$ cat src/sv/nsd_pkg.sv
`timescale 1ns / 1ps
// Shared types, constants and the note value table for the note span decomposer.
// No dependencies; imported by nsd_divu, the top level and the bench.
package nsd_pkg;

    localparam int START_W = 19;
    localparam int SPAN_W  = 13;
    localparam int BAR_W   = 13;
    localparam int GROUP_W = 12;
    localparam int PIECE_W = 12;
    localparam int PITCH_W = 7;
    localparam int POS_W   = 20;
    localparam int CNT_W   = 4;

    localparam logic [CNT_W-1:0]   LAST_PIECE  = 4'd15;
    localparam logic [SPAN_W-1:0]  LEN_MAX     = 13'd4095;
    localparam logic [BAR_W-1:0]   BAR_RESET   = 13'd3840;
    localparam logic [GROUP_W-1:0] GROUP_RESET = 12'd960;

    localparam logic CFG_BAR   = 1'b0;
    localparam logic CFG_GROUP = 1'b1;

    localparam logic [PIECE_W-1:0] VALUE_TABLE [8] = '{
        12'd3840, 12'd2880, 12'd1920, 12'd1440, 12'd960, 12'd720, 12'd480, 12'd240
    };

    typedef enum logic [2:0] {
        ST_IDLE,
        ST_BMOD,
        ST_GCHK,
        ST_GMOD,
        ST_PIECE
    } t_state;

    typedef struct packed {
        logic              start;
        logic [POS_W-1:0]  dividend;
        logic [BAR_W-1:0]  divisor;
    } t_div_req;

    typedef struct packed {
        logic              done;
        logic [BAR_W-1:0]  rem;
    } t_div_rsp;

    // Largest table value not above the allowed length; zero if none fits.
    function automatic logic [PIECE_W-1:0] pick_value(input logic [SPAN_W-1:0] allowed);
        logic [PIECE_W-1:0] v;
        v = '0;
        for (int i = 7; i >= 0; i--) begin
            if ({1'b0, VALUE_TABLE[i]} <= allowed) begin
                v = VALUE_TABLE[i];
            end
        end
        return v;
    endfunction

endpackage

$ cat src/sv/nsd_divu.sv
`timescale 1ns / 1ps
// Restoring remainder unit, one quotient bit per cycle, shared for bar and group modulo.
// Depends on nsd_pkg.
module nsd_divu (
    input  logic              i_clk,
    input  logic              i_rst_n,
    input  nsd_pkg::t_div_req i_req,
    output nsd_pkg::t_div_rsp o_rsp
);
    import nsd_pkg::*;

    localparam logic [4:0] LAST_STEP = 5'(POS_W - 1);

    logic               r_busy;
    logic               r_done;
    logic [4:0]         r_cnt;
    logic [BAR_W-1:0]   r_rem;
    logic [POS_W-1:0]   r_dvd;
    logic [BAR_W-1:0]   r_dvs;
    logic [BAR_W:0]     w_shift;
    logic [BAR_W:0]     w_diff;
    logic [BAR_W-1:0]   n_rem;

    always_comb begin
        w_shift = {r_rem, r_dvd[POS_W-1]};
        w_diff  = w_shift - {1'b0, r_dvs};
        if (w_shift >= {1'b0, r_dvs}) begin
            n_rem = w_diff[BAR_W-1:0];
        end else begin
            n_rem = w_shift[BAR_W-1:0];
        end
    end

    always_ff @(posedge i_clk) begin
        if (!i_rst_n) begin
            r_busy <= 1'b0;
            r_done <= 1'b0;
            r_cnt  <= '0;
        end else begin
            r_done <= 1'b0;
            if (i_req.start) begin
                r_busy <= 1'b1;
                r_cnt  <= '0;
            end else if (r_busy) begin
                r_cnt <= r_cnt + 5'd1;
                if (r_cnt == LAST_STEP) begin
                    r_busy <= 1'b0;
                    r_done <= 1'b1;
                end
            end
        end
    end

    always_ff @(posedge i_clk) begin
        if (i_req.start) begin
            r_rem <= '0;
            r_dvd <= i_req.dividend;
            r_dvs <= i_req.divisor;
        end else if (r_busy) begin
            r_rem <= n_rem;
            r_dvd <= {r_dvd[POS_W-2:0], 1'b0};
        end
    end

    assign o_rsp.done = r_done;
    assign o_rsp.rem  = r_rem;

endmodule

$ cat src/sv/note_span_decomposer_top.sv
`timescale 1ns / 1ps
// Top level of the note span decomposer: handshakes, configuration, sequencer, output beat.
// Depends on nsd_pkg and nsd_divu.
//
// One span is taken at a time; o_in_ready is high only while the sequencer is idle. A span
// first runs the position-in-bar modulo (skipped when bar_length is zero), then each piece
// runs the group modulo and then issues its beat once the output register is free (the
// group modulo is skipped when group_length is zero). Both moduli run on one shared 20-bit
// restoring remainder unit, one bit per cycle.
// The last piece sits in the output register while the next span is accepted.
module note_span_decomposer_top (
    input  logic                          i_clk,
    input  logic                          i_rst_n,
    input  logic                          i_cfg_we,
    input  logic                          i_cfg_addr,
    input  logic [nsd_pkg::BAR_W-1:0]     i_cfg_data,
    input  logic                          i_in_valid,
    output logic                          o_in_ready,
    input  logic [nsd_pkg::START_W-1:0]   i_start_tick,
    input  logic [nsd_pkg::SPAN_W-1:0]    i_span_length,
    input  logic [nsd_pkg::PITCH_W-1:0]   i_pitch,
    input  logic                          i_is_rest,
    input  logic                          i_tie_out,
    output logic                          o_out_valid,
    input  logic                          i_out_ready,
    output logic [nsd_pkg::START_W-1:0]   o_piece_start,
    output logic [nsd_pkg::PIECE_W-1:0]   o_piece_length,
    output logic [nsd_pkg::PITCH_W-1:0]   o_piece_pitch,
    output logic                          o_piece_rest,
    output logic                          o_tied_to_next,
    output logic                          o_clipped,
    output logic                          o_last
);
    import nsd_pkg::*;

    t_state             r_state, n_state;
    logic [BAR_W-1:0]   r_bar;
    logic [GROUP_W-1:0] r_group;
    logic [START_W-1:0] r_pos;
    logic [POS_W-1:0]   r_in_bar;
    logic [SPAN_W-1:0]  r_remaining;
    logic [GROUP_W-1:0] r_gmod;
    logic [CNT_W-1:0]   r_count;
    logic [PITCH_W-1:0] r_pitch;
    logic               r_rest;
    logic               r_tie;
    logic               r_cut;
    logic               r_out_valid;

    t_div_req           w_req;
    t_div_rsp           w_rsp;
    logic               w_in_acc;
    logic               w_out_free;
    logic               w_emit;
    logic [BAR_W-1:0]   w_to_end;
    logic [GROUP_W-1:0] w_to_edge;
    logic [SPAN_W-1:0]  w_allowed;
    logic [PIECE_W-1:0] w_value;
    logic [SPAN_W-1:0]  w_piece;
    logic               w_piece_cut;
    logic               w_is_last;

    nsd_divu u_divu (
        .i_clk   (i_clk),
        .i_rst_n (i_rst_n),
        .i_req   (w_req),
        .o_rsp   (w_rsp)
    );

    assign w_in_acc   = i_in_valid && o_in_ready;
    assign w_out_free = !r_out_valid || i_out_ready;
    assign w_to_end   = r_bar - w_rsp.rem;
    assign w_to_edge  = r_group - r_gmod;

    // Piece length for the current position.
    always_comb begin
        w_allowed = r_remaining;
        if (r_group != '0 && r_gmod != '0 && {1'b0, w_to_edge} < w_allowed) begin
            w_allowed = {1'b0, w_to_edge};
        end
        w_value     = pick_value(w_allowed);
        w_piece     = (w_value != '0) ? {1'b0, w_value} : r_remaining;
        w_piece_cut = 1'b0;
        if (r_count == LAST_PIECE) begin
            w_piece = r_remaining;
            if (r_remaining > LEN_MAX) begin
                w_piece     = LEN_MAX;
                w_piece_cut = 1'b1;
            end
            w_is_last = 1'b1;
        end else begin
            if (w_piece > LEN_MAX) begin
                w_piece = LEN_MAX;
            end
            w_is_last = (r_remaining == w_piece);
        end
    end

    always_comb begin
        n_state = r_state;
        case (r_state)
            ST_IDLE: begin
                if (w_in_acc && i_span_length != '0) begin
                    n_state = (r_bar != '0) ? ST_BMOD : ST_GCHK;
                end
            end
            ST_BMOD: begin
                if (w_rsp.done) begin
                    n_state = ST_GCHK;
                end
            end
            ST_GCHK: begin
                n_state = (r_group != '0) ? ST_GMOD : ST_PIECE;
            end
            ST_GMOD: begin
                if (w_rsp.done) begin
                    n_state = ST_PIECE;
                end
            end
            ST_PIECE: begin
                if (w_out_free) begin
                    n_state = w_is_last ? ST_IDLE : ST_GCHK;
                end
            end
            default: n_state = ST_IDLE;
        endcase
    end

    always_comb begin
        o_in_ready   = 1'b0;
        w_emit       = 1'b0;
        w_req.start    = 1'b0;
        w_req.dividend = r_in_bar;
        w_req.divisor  = {1'b0, r_group};
        case (r_state)
            ST_IDLE: begin
                o_in_ready     = 1'b1;
                w_req.start    = i_in_valid && i_span_length != '0 && r_bar != '0;
                w_req.dividend = {1'b0, i_start_tick};
                w_req.divisor  = r_bar;
            end
            ST_GCHK: begin
                w_req.start = (r_group != '0);
            end
            ST_PIECE: begin
                w_emit = w_out_free;
            end
            default: ;
        endcase
    end

    always_ff @(posedge i_clk) begin
        if (!i_rst_n) begin
            r_state     <= ST_IDLE;
            r_bar       <= BAR_RESET;
            r_group     <= GROUP_RESET;
            r_out_valid <= 1'b0;
        end else begin
            r_state <= n_state;
            if (i_cfg_we) begin
                case (i_cfg_addr)
                    CFG_BAR:   r_bar   <= i_cfg_data;
                    CFG_GROUP: r_group <= i_cfg_data[GROUP_W-1:0];
                    default: ;
                endcase
            end
            if (w_emit) begin
                r_out_valid <= 1'b1;
            end else if (i_out_ready) begin
                r_out_valid <= 1'b0;
            end
        end
    end

    always_ff @(posedge i_clk) begin
        case (r_state)
            ST_IDLE: begin
                if (w_in_acc) begin
                    r_pos       <= i_start_tick;
                    r_in_bar    <= {1'b0, i_start_tick};
                    r_remaining <= i_span_length;
                    r_pitch     <= i_pitch;
                    r_rest      <= i_is_rest;
                    r_tie       <= i_tie_out;
                    r_cut       <= 1'b0;
                    r_count     <= '0;
                end
            end
            ST_BMOD: begin
                if (w_rsp.done) begin
                    r_in_bar <= {{(POS_W-BAR_W){1'b0}}, w_rsp.rem};
                    if (r_remaining > w_to_end) begin
                        r_remaining <= w_to_end;
                        r_cut       <= 1'b1;
                    end
                end
            end
            ST_GCHK: begin
                r_gmod <= '0;
            end
            ST_GMOD: begin
                if (w_rsp.done) begin
                    r_gmod <= w_rsp.rem[GROUP_W-1:0];
                end
            end
            ST_PIECE: begin
                if (w_emit) begin
                    r_pos       <= r_pos + START_W'(w_piece);
                    r_in_bar    <= r_in_bar + POS_W'(w_piece);
                    r_remaining <= r_remaining - w_piece;
                    r_count     <= r_count + 4'd1;
                end
            end
            default: ;
        endcase
    end

    // Output beat register.
    always_ff @(posedge i_clk) begin
        if (w_emit) begin
            o_piece_start  <= r_pos;
            o_piece_length <= w_piece[PIECE_W-1:0];
            o_piece_pitch  <= r_pitch;
            o_piece_rest   <= r_rest;
            o_tied_to_next <= r_rest ? 1'b0 : (w_is_last ? r_tie : 1'b1);
            o_clipped      <= w_is_last && (r_cut || w_piece_cut);
            o_last         <= w_is_last;
        end
    end

    assign o_out_valid = r_out_valid;

endmodule

$ cat config.mk
export PLATFORM = sky130hd
export DESIGN_NAME = note_span_decomposer_top
export DESIGN_NICKNAME = d
export VERILOG_FILES = /design/src/sv/nsd_pkg.sv /design/src/sv/nsd_divu.sv /design/src/sv/note_span_decomposer_top.sv
export SDC_FILE = /design/constraint.sdc
export NUM_CORES = 1
export LEC_CHECK = 0
export ABC_AREA = 1
export BUFFER_PORTS_ARGS = -buffer_cell sky130_fd_sc_hd__buf_2
export CORE_ASPECT_RATIO = 0.9
export CORE_MARGIN = 5
export CORE_UTILIZATION = 65
export CTS_CLUSTER_SIZE = 16
export DETAILED_ROUTE_END_ITERATION = 12
export GPL_ROUTABILITY_DRIVEN = 0
export PLACE_DENSITY = 0.83
export SLEW_MARGIN = 20
export SYNTH_ARGS = -nofsm -noshare
export SYNTH_HDL_FRONTEND = slang
export SYNTH_SLANG_ARGS = --single-unit
$ cat constraint.sdc
create_clock -name i_clk -period 13.8 [get_ports i_clk]
set_clock_uncertainty 0.2 [all_clocks]
set_input_delay 1.38 -clock i_clk [delete_from_list [all_inputs] [get_ports i_clk]]
set_output_delay 1.38 -clock i_clk [all_outputs]
set_load 0.005 [all_outputs]
==> results_dict.tcl <==
set metrics [dict create \
    synth_edf_count 153 \
    wirelength_um 35700 \
    antenna_found_initial 0 \
    areaGrowthSynthToFinish_pct 11.6 \
    post_cts_buffers 0 \
    period_share_pct 52.3 \
    antenna_cells 0 \
    worst_slew_pin_slew_ns 1.10 \
    clockRootBuffer "clkbuf_16" \
    track_usage_pct 30.5 \
    numCtsBuffers 22 \
    pin_count 104 \
    cp-start-kind "register" \
    grt_max_degree 66 \
    cp.arrival_ns 7.22 \
    cp-end-kind "register" \
    drtPass1Iterations 7 \
    wl_per_cell_um 18.2 \
    die_h_um 144 \
    place_ws_ns 6.68 \
    maxSlewHeadroom_pct 26.8 \
    grt_pass1_wl_um 56800 \
    die-area_mm2 0.0229 \
    syn_inst 1586 \
    final_util_pct 73.1 \
    die_w_um 159 \
    p_leak_uw 0.00659 \
    grt_pass1_vias 11274 \
    clk_latency_ns 0.51 \
    drt_iter0_markers 1455 \
    cts_max_path_buffers 3 \
    critPathMaxFanout 10 \
    final_cell_count_no_fill 1957 \
    critPathMostFrequentCell "nand2_1" \
    setup_violations 0 \
    yosys_warnings 0 \
    fmax_ghz 0.139 \
    ys_seq_area_share_pct 42.9 \
    crit_slowest_cell "a21oi_1" \
    core_area_mm2 0.0199 \
    nets 1854 \
    hold_violations 0 \
    io_buffer_count 103 \
    final-max-slew-violation-count 0 \
    fin_crit_ns 7.21 \
    antenna_left 0 \
    viasPerCell 5.99 \
    ir_worst_vdd_mv 0.0974 \
    worstPathRequired_ns 13.81 \
    nFillCells 1506 \
    ys_types 56 \
    status "completed" \
    clkSinkCount 202 \
    synth_async_sr_flop_share_pct 0 \
    fin_ws_ns 6.59 \
    hpwl_um 26600 \
    setup_tns_ns 0 \
    vias 11719 \
    syn_area_per_cell_um2 8.20 \
    holdCritPathClass "register to register" \
    ys_seq_elements 202 \
    synth_area_mm2 0.0130 \
    clk_pin_slew_ns 0.07 \
    hold_buffers 0 \
    synth_ff_type "edfxtp_1" \
    htreeDepth 1 \
    start_util_pct 65.5 \
    place_inst 1918 \
    drv_cap 0 \
    cts_tree "done" \
    crit_type "register to register" \
    cellPowerDensity_mw_per_mm2 173 \
    drc 0 \
    num_rows 49 \
    critical_path.max_stage_delay_ns 0.66 \
    rsz0062_at_grt "no" \
    drive_above_1_share_pct 11.9 \
    ctsResizeCount 0 \
    grt.overflow.total 0 \
]
==> area by class of cell <==
cell class / count / area [um^2] / share of cell area (%)
clock inverters: 6 / 68.8 / 0.474
well taps: 255 / 319 / 2.20
repair buffers: 114 / 598 / 4.12
flip-flops and latches: 202 / 5580 / 38.4
clock buffers: 33 / 649 / 4.47
multi-input cells: 1133 / 6500 / 44.8
inverters: 214 / 811 / 5.58
==> where the power goes <==
group | switching [uW] | leakage [uW] | total (uW) | internal [uW]
registers | 60.5 | 0.00185 | 819 | 759
clock network | 240 | 0.000345 | 584 | 344
logic | 734 | 0.00439 | 1110 | 375
total | 1030 | 0.00659 | 2510 | 1480
==> through the flow <==
stage / area, um^2 / total power (uW) / hold slack, ns
final: 14500 / 2510 / 0.219
after CTS: 14500 / 2490 / 0.218
after global routing: 14500 / 2680 / 0.223
after global placement: 13800 / 1850 / 0.200
after floorplan: 13000 / 1620 / 0.200
after detailed placement: 13800 / 1900 / 0.205
==> cell usage after synthesis (3+ instances only) <==
library cell / count / area [um^2]
or2_2: 4 / 25.0
buf_2: 3 / 15.0
fa_1: 6 / 120
edfxtp_1: 153 / 4590
clkinv_1: 5 / 18.8
inv_4: 3 / 18.8
o22ai_1: 23 / 144
o21ai_1: 9 / 45.0
a21boi_0: 4 / 30.0
o211ai_1: 9 / 67.6
o31ai_1: 3 / 22.5
nand3_2: 3 / 30.0
o21bai_1: 7 / 52.6
nor2_1: 162 / 608
xnor2_1: 17 / 149
a31oi_1: 23 / 144
nand2_2: 20 / 125
o21ai_0: 85 / 425
nor3_1: 10 / 50.1
nor4_1: 8 / 50.1
nand4_1: 15 / 93.8
nand2_4: 5 / 56.3
inv_1: 205 / 769
xor2_1: 28 / 245
ha_1: 101 / 1260
nand3_4: 3 / 52.6
nand2_1: 373 / 1400
a21oi_1: 100 / 500
o221ai_1: 19 / 166
nand3_1: 66 / 330
clkbuf_1: 33 / 124
dfxtp_1: 49 / 981
==> critical path, delay by kind of cell, from the launching register on <==
| kind | cells | cell delay (ns) |
|---|---|---|
| AO/OA/AOI/OAI | 8 | 1.74 |
| adder cells (fa/ha/maj) | 4 | 1.31 |
| buffers and inverters | 7 | 0.66 |
| flip-flops | 1 | 0.31 |
| AND/OR/NAND/NOR | 27 | 2.72 |
==> logic make-up (layout without fill, tap and decap cells) <==
family	Yosys count	in the layout	synth area share, %
AND/OR/NAND/NOR	682	682	22.7
flip-flops	202	202	42.9
XOR/XNOR	45	45	3.03
other	1	2	0.0288
adder cells (fa/ha/maj)	107	107	10.6
AO/OA/AOI/OAI	297	297	13.3
buffers and inverters	252	367	7.42
==> state kept, by name, summed over array words and instances (netlist names), 3 cells and up <==
register        flops
o_piece_length     12
o_piece_pitch       7
o_piece_start      19
r_bar              13
r_count             4
r_gmod             12
r_group            12
r_in_bar           20
r_pitch             7
r_pos              19
r_remaining        13
r_state             3
u_divu.r_cnt        5
u_divu.r_dvd       20
u_divu.r_dvs       13
u_divu.r_rem       13
==> worst paths after layout <==
path	from	end	slack [ns]	depth (start not counted)
max reg2reg	r_group[0]	r_remaining[12]	6.59	46
min	r_pitch[6]	o_piece_pitch[6]	0.22	0
max	r_group[0]	r_remaining[12]	6.59	46
min reg2reg	r_pitch[6]	o_piece_pitch[6]	0.22	0
==> routing by layer <==
layer	global-route usage, %	vias to the layer above	wire length [um]
li1	-	5583	-
met1	41.1	5309	14300
met2	49.2	705	16000
met3	6.70	122	4130
met4	10.9	0	1370
met5	0	-	0
==> cells in the final DEF (no fill, tap or decap), types with 15 or more instances in the layout <==
master | Yosys | layout
nor2_1 | 162 | 159
ha_1 | 101 | 101
a21oi_1 | 100 | 99
nand2_1 | 373 | 372
nand3_1 | 66 | 66
clkbuf_16 | 0 | 22
o22ai_1 | 23 | 22
dfxtp_1 | 49 | 49
o221ai_1 | 19 | 19
nand4_1 | 15 | 15
edfxtp_1 | 153 | 153
nand2_2 | 20 | 21
o21ai_0 | 85 | 85
a31oi_1 | 23 | 23
xor2_1 | 28 | 28
xnor2_1 | 17 | 17
inv_1 | 205 | 205
buf_2 | 3 | 103
Power figures use the tool's default switching activity.
